### config.mk
export PLATFORM = sky130hd
export DESIGN_NAME = sha1_stream_hasher
export DESIGN_NICKNAME = d
export VERILOG_FILES = /design/src/design/sha1_pkg.sv /design/src/design/sha1_front.sv /design/src/design/sha1_back.sv /design/src/design/sha1_stream_hasher.sv
export SDC_FILE = /design/constraint.sdc
export NUM_CORES = 2
export LEC_CHECK = 0
export BUFFER_PORTS_ARGS = -buffer_cell sky130_fd_sc_hd__buf_4
export CAP_MARGIN = 25
export CORE_UTILIZATION = 45
export DETAILED_ROUTE_END_ITERATION = 12
export PLACE_DENSITY_LB_ADDON = 0.05
export SKIP_LAST_GASP = 1
export SYNTH_ARGS = -nofsm -noshare
export SYNTH_HDL_FRONTEND = slang
export SYNTH_SLANG_ARGS = --single-unit
### constraint.sdc
create_clock -name clk -period 7.4 [get_ports clk]
set_clock_uncertainty 0.1 [all_clocks]
set_input_delay 0.37 -clock clk [delete_from_list [all_inputs] [get_ports clk]]
set_output_delay 0.37 -clock clk [all_outputs]
set_load 0.01 [all_outputs]
### src/design/sha1_pkg.sv
// sha1_pkg: shared types, constants and round functions for the sha1 stream hasher
// no dependencies
package sha1_pkg;

  localparam int BlockBytes = 64;
  localparam int DigestWords = 5;
  localparam int QueueDepth = 4;

  localparam logic [31:0] H0 = 32'h67452301;
  localparam logic [31:0] H1 = 32'hEFCDAB89;
  localparam logic [31:0] H2 = 32'h98BADCFE;
  localparam logic [31:0] H3 = 32'h10325476;
  localparam logic [31:0] H4 = 32'hC3D2E1F0;

  localparam logic [31:0] K0 = 32'h5A827999;
  localparam logic [31:0] K1 = 32'h6ED9EBA1;
  localparam logic [31:0] K2 = 32'h8F1BBCDC;
  localparam logic [31:0] K3 = 32'hCA62C1D6;

  localparam logic [7:0] PadByte = 8'h80;

  // classified transaction from the front part
  typedef struct packed {
    logic [7:0] data;
    logic       has;
    logic       last;
  } item_t;

  function automatic logic [31:0] init_word(input logic [2:0] idx);
    logic [31:0] v;
    unique case (idx)
      3'd0: v = H0;
      3'd1: v = H1;
      3'd2: v = H2;
      3'd3: v = H3;
      default: v = H4;
    endcase
    return v;
  endfunction

  function automatic logic [31:0] round_f(input logic [6:0] r, input logic [31:0] b,
                                          input logic [31:0] c, input logic [31:0] d);
    logic [31:0] v;
    priority if (r < 7'd20) v = (b & c) | (~b & d);
    else if (r < 7'd40) v = b ^ c ^ d;
    else if (r < 7'd60) v = (b & c) | (b & d) | (c & d);
    else v = b ^ c ^ d;
    return v;
  endfunction

  function automatic logic [31:0] round_k(input logic [6:0] r);
    logic [31:0] v;
    priority if (r < 7'd20) v = K0;
    else if (r < 7'd40) v = K1;
    else if (r < 7'd60) v = K2;
    else v = K3;
    return v;
  endfunction

endpackage

### src/design/sha1_front.sv
// sha1_front: input skid queue that accepts and classifies transactions
// depends on sha1_pkg
module sha1_front #(
  parameter int Depth = sha1_pkg::QueueDepth
) (
  input  logic              clk,
  input  logic              rst_n,
  input  logic              in_valid,
  output logic              in_stall,
  input  sha1_pkg::item_t   in_item,
  output logic              q_valid,
  input  logic              q_take,
  output sha1_pkg::item_t   q_item
);
  localparam int Aw = (Depth > 1) ? $clog2(Depth) : 1;

  sha1_pkg::item_t mem_r [Depth];
  logic [Aw-1:0] wp_r, rp_r;
  logic [Aw:0]   cnt_r;
  logic push, pop, keep;

  // idle items carry no work and are dropped here
  assign keep     = in_item.has | in_item.last;
  assign in_stall = (cnt_r == (Aw+1)'(Depth));
  assign push     = in_valid & ~in_stall & keep;
  assign q_valid  = (cnt_r != '0);
  assign pop      = q_valid & q_take;
  assign q_item   = mem_r[rp_r];

  function automatic logic [Aw-1:0] inc(input logic [Aw-1:0] p);
    return (p == Aw'(Depth - 1)) ? '0 : p + 1'b1;
  endfunction

  always_ff @(posedge clk) begin
    if (push) mem_r[wp_r] <= in_item;
    if (!rst_n) begin
      wp_r <= '0;
      rp_r <= '0;
      cnt_r <= '0;
    end else begin
      if (push) wp_r <= inc(wp_r);
      if (pop) rp_r <= inc(rp_r);
      cnt_r <= cnt_r + (Aw+1)'(push) - (Aw+1)'(pop);
    end
  end
endmodule

### src/design/sha1_back.sv
// sha1_back: block buffer, padding sequencer, 80-round compression and digest output
// depends on sha1_pkg
module sha1_back (
  input  logic              clk,
  input  logic              rst_n,
  input  logic              q_valid,
  output logic              q_take,
  input  sha1_pkg::item_t   q_item,
  output logic              out_valid,
  input  logic              out_stall,
  output logic [31:0]       out_digest_word,
  output logic [2:0]        out_word_index,
  output logic              out_last_word
);
  localparam logic [2:0] S_IDLE = 3'd0, S_RND = 3'd1, S_FIN = 3'd2, S_PAD = 3'd3,
                         S_OUT = 3'd4;

  logic [2:0]  st_r;
  logic [63:0] cnt_r;
  logic [63:0] len_r;
  logic        fin_r;     // message end pending
  logic        pad0_r;    // 0x80 already placed
  logic        lenph_r;   // length bytes under way
  logic [31:0] h_r [5];
  logic [31:0] a_r, b_r, c_r, d_r, e_r;
  logic [31:0] w_r [16];  // block buffer, big-endian words, reused as schedule window
  logic [6:0]  rnd_r;
  logic [2:0]  oi_r;

  logic [5:0]  pos;
  logic        wr;
  logic [7:0]  wbyte;
  logic [31:0] wcur, wx, wnew, t;
  logic [7:0]  padb;

  assign pos = cnt_r[8:3];
  assign q_take = (st_r == S_IDLE) && q_valid;

  // padding byte selection
  always_comb begin
    if (!pad0_r) padb = sha1_pkg::PadByte;
    else if (!lenph_r && pos != 6'd56) padb = 8'h00;
    else padb = len_r[{~pos[2:0], 3'b000} +: 8];
  end

  always_comb begin
    wr = 1'b0;
    wbyte = q_item.data;
    if (q_take && q_item.has) wr = 1'b1;
    if (st_r == S_PAD) begin
      wr = 1'b1;
      wbyte = padb;
    end
  end

  // window holds w[r-16] at 0 up to w[r-1] at 15
  assign wx   = w_r[13] ^ w_r[8] ^ w_r[2] ^ w_r[0];
  assign wnew = {wx[30:0], wx[31]};
  assign wcur = (rnd_r < 7'd16) ? w_r[0] : wnew;
  assign t = {a_r[26:0], a_r[31:27]} + sha1_pkg::round_f(rnd_r, b_r, c_r, d_r) + e_r
             + sha1_pkg::round_k(rnd_r) + wcur;

  assign out_valid = (st_r == S_OUT);
  assign out_digest_word = h_r[oi_r];
  assign out_word_index = oi_r;
  assign out_last_word = (oi_r == 3'd4);

  always_ff @(posedge clk) begin
    if (!rst_n) begin
      st_r <= S_IDLE;
      cnt_r <= '0;
      fin_r <= 1'b0;
      pad0_r <= 1'b0;
      lenph_r <= 1'b0;
      rnd_r <= '0;
      oi_r <= '0;
      for (int i = 0; i < 5; i++) h_r[i] <= sha1_pkg::init_word(3'(i));
    end else begin
      if (wr) w_r[pos[5:2]][{~pos[1:0], 3'b000} +: 8] <= wbyte;
      unique case (st_r)
        S_IDLE: if (q_take) begin
          if (q_item.has) cnt_r <= cnt_r + 64'd8;
          if (q_item.last) begin
            fin_r <= 1'b1;
            len_r <= cnt_r + (q_item.has ? 64'd8 : 64'd0);
          end
          if (q_item.has && pos == 6'd63) begin
            st_r <= S_RND;
            rnd_r <= '0;
            a_r <= h_r[0]; b_r <= h_r[1]; c_r <= h_r[2]; d_r <= h_r[3]; e_r <= h_r[4];
          end else if (q_item.last) st_r <= S_PAD;
        end
        S_PAD: begin
          cnt_r <= cnt_r + 64'd8;
          pad0_r <= 1'b1;
          if (pad0_r && pos == 6'd56) lenph_r <= 1'b1;
          if (pos == 6'd63) begin
            st_r <= S_RND;
            rnd_r <= '0;
            a_r <= h_r[0]; b_r <= h_r[1]; c_r <= h_r[2]; d_r <= h_r[3]; e_r <= h_r[4];
          end
        end
        S_RND: begin
          for (int i = 0; i < 15; i++) w_r[i] <= w_r[i+1];
          w_r[15] <= wcur;
          e_r <= d_r; d_r <= c_r; c_r <= {b_r[1:0], b_r[31:2]}; b_r <= a_r; a_r <= t;
          rnd_r <= rnd_r + 7'd1;
          if (rnd_r == 7'd79) st_r <= S_FIN;
        end
        S_FIN: begin
          h_r[0] <= h_r[0] + a_r; h_r[1] <= h_r[1] + b_r; h_r[2] <= h_r[2] + c_r;
          h_r[3] <= h_r[3] + d_r; h_r[4] <= h_r[4] + e_r;
          // done once the length bytes went into the block just closed
          if (!fin_r) st_r <= S_IDLE;
          else if (lenph_r) begin
            st_r <= S_OUT;
            oi_r <= '0;
          end else st_r <= S_PAD;
        end
        S_OUT: if (!out_stall) begin
          if (oi_r == 3'd4) begin
            st_r <= S_IDLE;
            oi_r <= '0;
            fin_r <= 1'b0;
            pad0_r <= 1'b0;
            lenph_r <= 1'b0;
            cnt_r <= '0;
            for (int i = 0; i < 5; i++) h_r[i] <= sha1_pkg::init_word(3'(i));
          end else oi_r <= oi_r + 3'd1;
        end
        default: st_r <= S_IDLE;
      endcase
    end
  end
endmodule

### src/design/sha1_stream_hasher.sv
// sha1_stream_hasher: top level of the byte-stream sha-1 hasher
// depends on sha1_pkg, sha1_front, sha1_back
//
// usage:
//  input channel in_valid/in_stall carries one byte transaction: in_data_byte,
//  in_has_byte (byte is part of the message) and in_last_byte (end of message)
//  output channel out_valid/out_stall carries the five digest words, word 0
//  first, with out_word_index on each word and out_last_word on the fifth
//  a front queue of four entries takes transactions while the back part works
//  the back part writes one byte a cycle into a 64-byte buffer while idle and
//  the queue holds entries; a full block then runs through 80 rounds in the
//  one-round-per-cycle compression unit and is added into the chaining value;
//  no bytes are taken meanwhile
//  a last transaction adds padding bytes and up to two compressions before the
//  first digest word; words then leave one a cycle while out_stall is low; a
//  stalled receiver holds the current word and the queue then fills and raises
//  in_stall
//  reset clears counters and loads the initial chaining value; the buffer is
//  not cleared
module sha1_stream_hasher #(
  parameter int QueueDepth = sha1_pkg::QueueDepth
) (
  input  logic        clk,
  input  logic        rst_n,
  input  logic        in_valid,
  output logic        in_stall,
  input  logic [7:0]  in_data_byte,
  input  logic        in_has_byte,
  input  logic        in_last_byte,
  output logic        out_valid,
  input  logic        out_stall,
  output logic [31:0] out_digest_word,
  output logic [2:0]  out_word_index,
  output logic        out_last_word
);
  sha1_pkg::item_t in_item, q_item;
  logic q_valid, q_take;

  assign in_item = '{data: in_data_byte, has: in_has_byte, last: in_last_byte};

  sha1_front #(.Depth(QueueDepth)) u_front (
    .clk, .rst_n, .in_valid, .in_stall, .in_item,
    .q_valid, .q_take, .q_item
  );

  sha1_back u_back (
    .clk, .rst_n, .q_valid, .q_take, .q_item,
    .out_valid, .out_stall, .out_digest_word, .out_word_index, .out_last_word
  );
endmodule
==> results.toml <==
[flow_run]
drv_cap = 0

[pwr]
p_leak_uw = 0.02580
p_comb_frac = 0.400
sw_frac_of_total = 0.3830
switchingPower_uw = 9280
powerDensity_mw_per_mm2 = 382.6
pwr-share-seq = 0.354
p_clk_frac = 0.247
p_int_uw = 14950
vdd_drop_max_mv = 0.2651

[floorplan]
start_util = 0.4537
core_area_mm2 = 0.1256
die-area_mm2 = 0.1280
row_count = 130
fp.dieW_um = 357.8
die-height_um = 357.8
io_pins = 52

[timing]
worst_pin_slew_ns = 1.186
slew_violations = 0
clock.fmax_ghz = 0.1486
fin_crit_sh = 0.9094
slew_headroom = 0.2019
setup_violations = 0
hold_viol = 0
finalCriticalPeriod_ns = 6.729
setup_slack_ns = 0.6706
rsz0062_at_grt = "false"
fin_tns_setup_ns = 0

[placement]
gp_congestion = 0.9098
place_area_mm2 = 0.05933
dp_hpwl_mm = 122.8
place.port_buffers = 51
pre_cts_slack_ns = 0.7827

[global_route]
grt_pass1_vias = 39310
overflow = 0
grt_pass1_wl_mm = 254.1
grt_max_degree = 198
track_usage = 0.2659
antenna_found_initial = 6

[synthesis]
synth.avg_cell_area_um2 = 10.41
synth_mux_area_frac = 0.03285
synth_warnings = 0
yosysSeqAreaShare = 0.5230
synth-adder-area-share = 0.09597
synthXorXnorAreaFrac = 0.05288
syn_nets = 5850
synth_top_family_by_area = "simple AND/OR/NAND/NOR gates"
async_reset_ff_frac = 0
synth_cell_types = 88
synth_area_leader_cell = "edfxtp_1"
synth_edf_count = 933
synth_area_leaders = "edfxtp_1 49%, nand2_1 11%, ha_1 5.2%"
syn_inst = 5474
syn_area_mm2 = 0.05697
synth-main-ff-cell = "edfxtp_1"
synth_compound_area_frac = 0.08767
synth_top_area_frac = 0.4918
synth-simple-area-share = 0.1752
synth-seq-cells = 1022

[layout]
drive_gt1_frac = 0.07857
antennaDiodeCount = 0
fill_cells = 11630
final_common_cell = "nand2_1"
final_area_mm2 = 0.06333
area_growth_syn_to_layout_pct = 11.17
multi_input_area_mm2 = 0.02538
finish.utilization = 0.5044
nNetsFinal = 5893
mostFrequentLayoutCells = "1636 x nand2_1, 933 x edfxtp_1, 292 x nor2_1"
seq_area_mm2 = 0.02980

[worst_setup_path]
worstPathRequired_ns = 7.85
cp_top_family = "compound AO/OA/AOI/OAI gates"
end_kind = "flop"
cp_common_cell = "fa_1"
crit_chain = "a41oi_1 -> buf_4 -> nand2_2 -> nand2_1 -> buf_4 -> nor2_1 -> nor2_1 -> fa_1 -> inv_1 -> fa_1 -> fa_1 -> inv_1 -> ha_1 -> inv_1 -> fa_1 -> nor2b_1 -> o21ai_0 -> a21boi_0 -> o21a_1 -> o311ai_0 -> and2_1 -> o21ai_0 -> o21a_1 -> o31ai_1"
path_buf_inv = 5
cpMaxStageDelayCell = "o311ai_0"
crit_type = "flop to flop"
critPathLaunchType = "flop"
crit_arrival_ns = 7.18
cpPeakStageDelay_ns = 0.86
crit_fanout = 23

[cts]
clock_latency_ns = 0.75
cts_tree = "built"
root_buffer = "clkbuf_16"
cts-resized-gates = 0
cts_buffers = 115
cts.htree.levels = 3
cts_buffer_depth = 3
cts_sinks = 1022
clk_pin_slew_worst_paths_ns = 0.06

[outcome]
outcome = "finished, final reports clean"

[routing]
wl_mm = 170.2
wl_per_cell_um = 23.43
firstDrtPassIters = 6
drc = 0
viasPerCell = 5.613
first_iter_violations = 3574
vias = 40770
drtAntennaViolNets = 0

[hold_path]
hold_path_class = "input pin to flop"
==> per-stage QoR <==
step | cells | total power [uW] | hold WS (ns)
after CTS | 7258 | 24320 | 0.07802
after floorplan | 5474 | 15150 | 0.3394
after global placement | 7022 | 18200 | 0.3604
after global routing | 7263 | 25690 | 0.09005
final | 7263 | 24230 | 0.1205
after detailed placement | 7035 | 18280 | 0.3708
==> worst paths after layout <==
kind	from	end	slack, ns	depth (start not counted)
max	u_back.rnd_r[4]	u_back.a_r[29]	0.67	24
min	rst_n	u_back.a_r[22]	0.12	2
max reg2reg	u_back.rnd_r[4]	u_back.a_r[29]	0.67	24
min reg2reg	u_back.w_r[1][0]	u_back.w_r[0][0]	0.38	2
==> synth_stat cells, types with 13 or more instances <==
master and number:
nand2b_1 28, nor4_1 14, xor2_1 118, o32a_1 13, xnor2_1 226, mux4_2 47, nand2_1 1641, nand3_1 52
and2_1 26, o21ai_0 285, nand4_1 46, dfxtp_1 89, fa_1 125, nor3_1 59, o21bai_1 22, ha_1 237
a31oi_1 21, o211ai_1 18, edfxtp_1 933, and3_1 46, a211oi_1 30, mux2i_1 22, a21o_1 88, nor2b_1 63
buf_1 20, or3_1 27, a21oi_1 143, inv_1 238, o32ai_1 15, nor2_1 292, o21a_1 38, mux2_2 34
a21boi_0 13, o31ai_1 22, clkbuf_1 208
==> power by group through the flow <==
stage	registers [uW]	logic (uW)	clock network, uW
after global routing	8660	10700	6280
after global placement	8690	9510	0
after detailed placement	8700	9590	0
after CTS	8590	9660	6080
final	8580	9680	5970
after floorplan	8430	6720	0
==> area by class of cell <==
type	count	share of cell area
clock buffer	141	0.04765
multi-input combinational	3972	0.4007
tap	1650	0.03260
sequential	1022	0.4706
timing repair buffer	168	0.02074
clock inverter	72	0.01363
inverter	238	0.01411
==> cell families (layout without fill, tap and decap cells) <==
kind of cell,count (synthesis),in the layout
multiplexers,111,111
flip-flops,1022,1022
buffers and inverters,480,619
adder cells (fa/ha/maj),362,362
AO/OA/AOI/OAI,786,786
XOR/XNOR,344,344
AND/OR/NAND/NOR,2369,2369
==> what timing repair did <==
item / in CTS / in global routing
buffers inserted: 0 / 0
hold buffers: 10 / 0
endpoints found under the hold margin: 40 / 0
==> sequential cells by signal, indices dropped and copies added (netlist names), 3 cells and up, named ones only <==
signal and cells:
u_back.e_r 32, u_back.len_r 61, u_back.w_r 512, u_back.cnt_r 61
u_back.st_r 3, u_back.out_word_index 3, u_back.a_r 32, u_back.d_r 32
u_front.cnt_r 3, u_back.c_r 32, u_back.rnd_r 7, u_front.mem_r 40
u_back.b_r 32, u_back.h_r 160
==> routing by layer <==
layer  vias up  global-route usage  part of all wire
met5         -                   0                 0
met4         0             0.07549             0.029
met3       227             0.05262             0.066
met2      1203              0.4088              0.45
met1     20250              0.3815              0.46
li1      19090                   -                 -
Note: power is estimated with default switching activity, not from simulation.
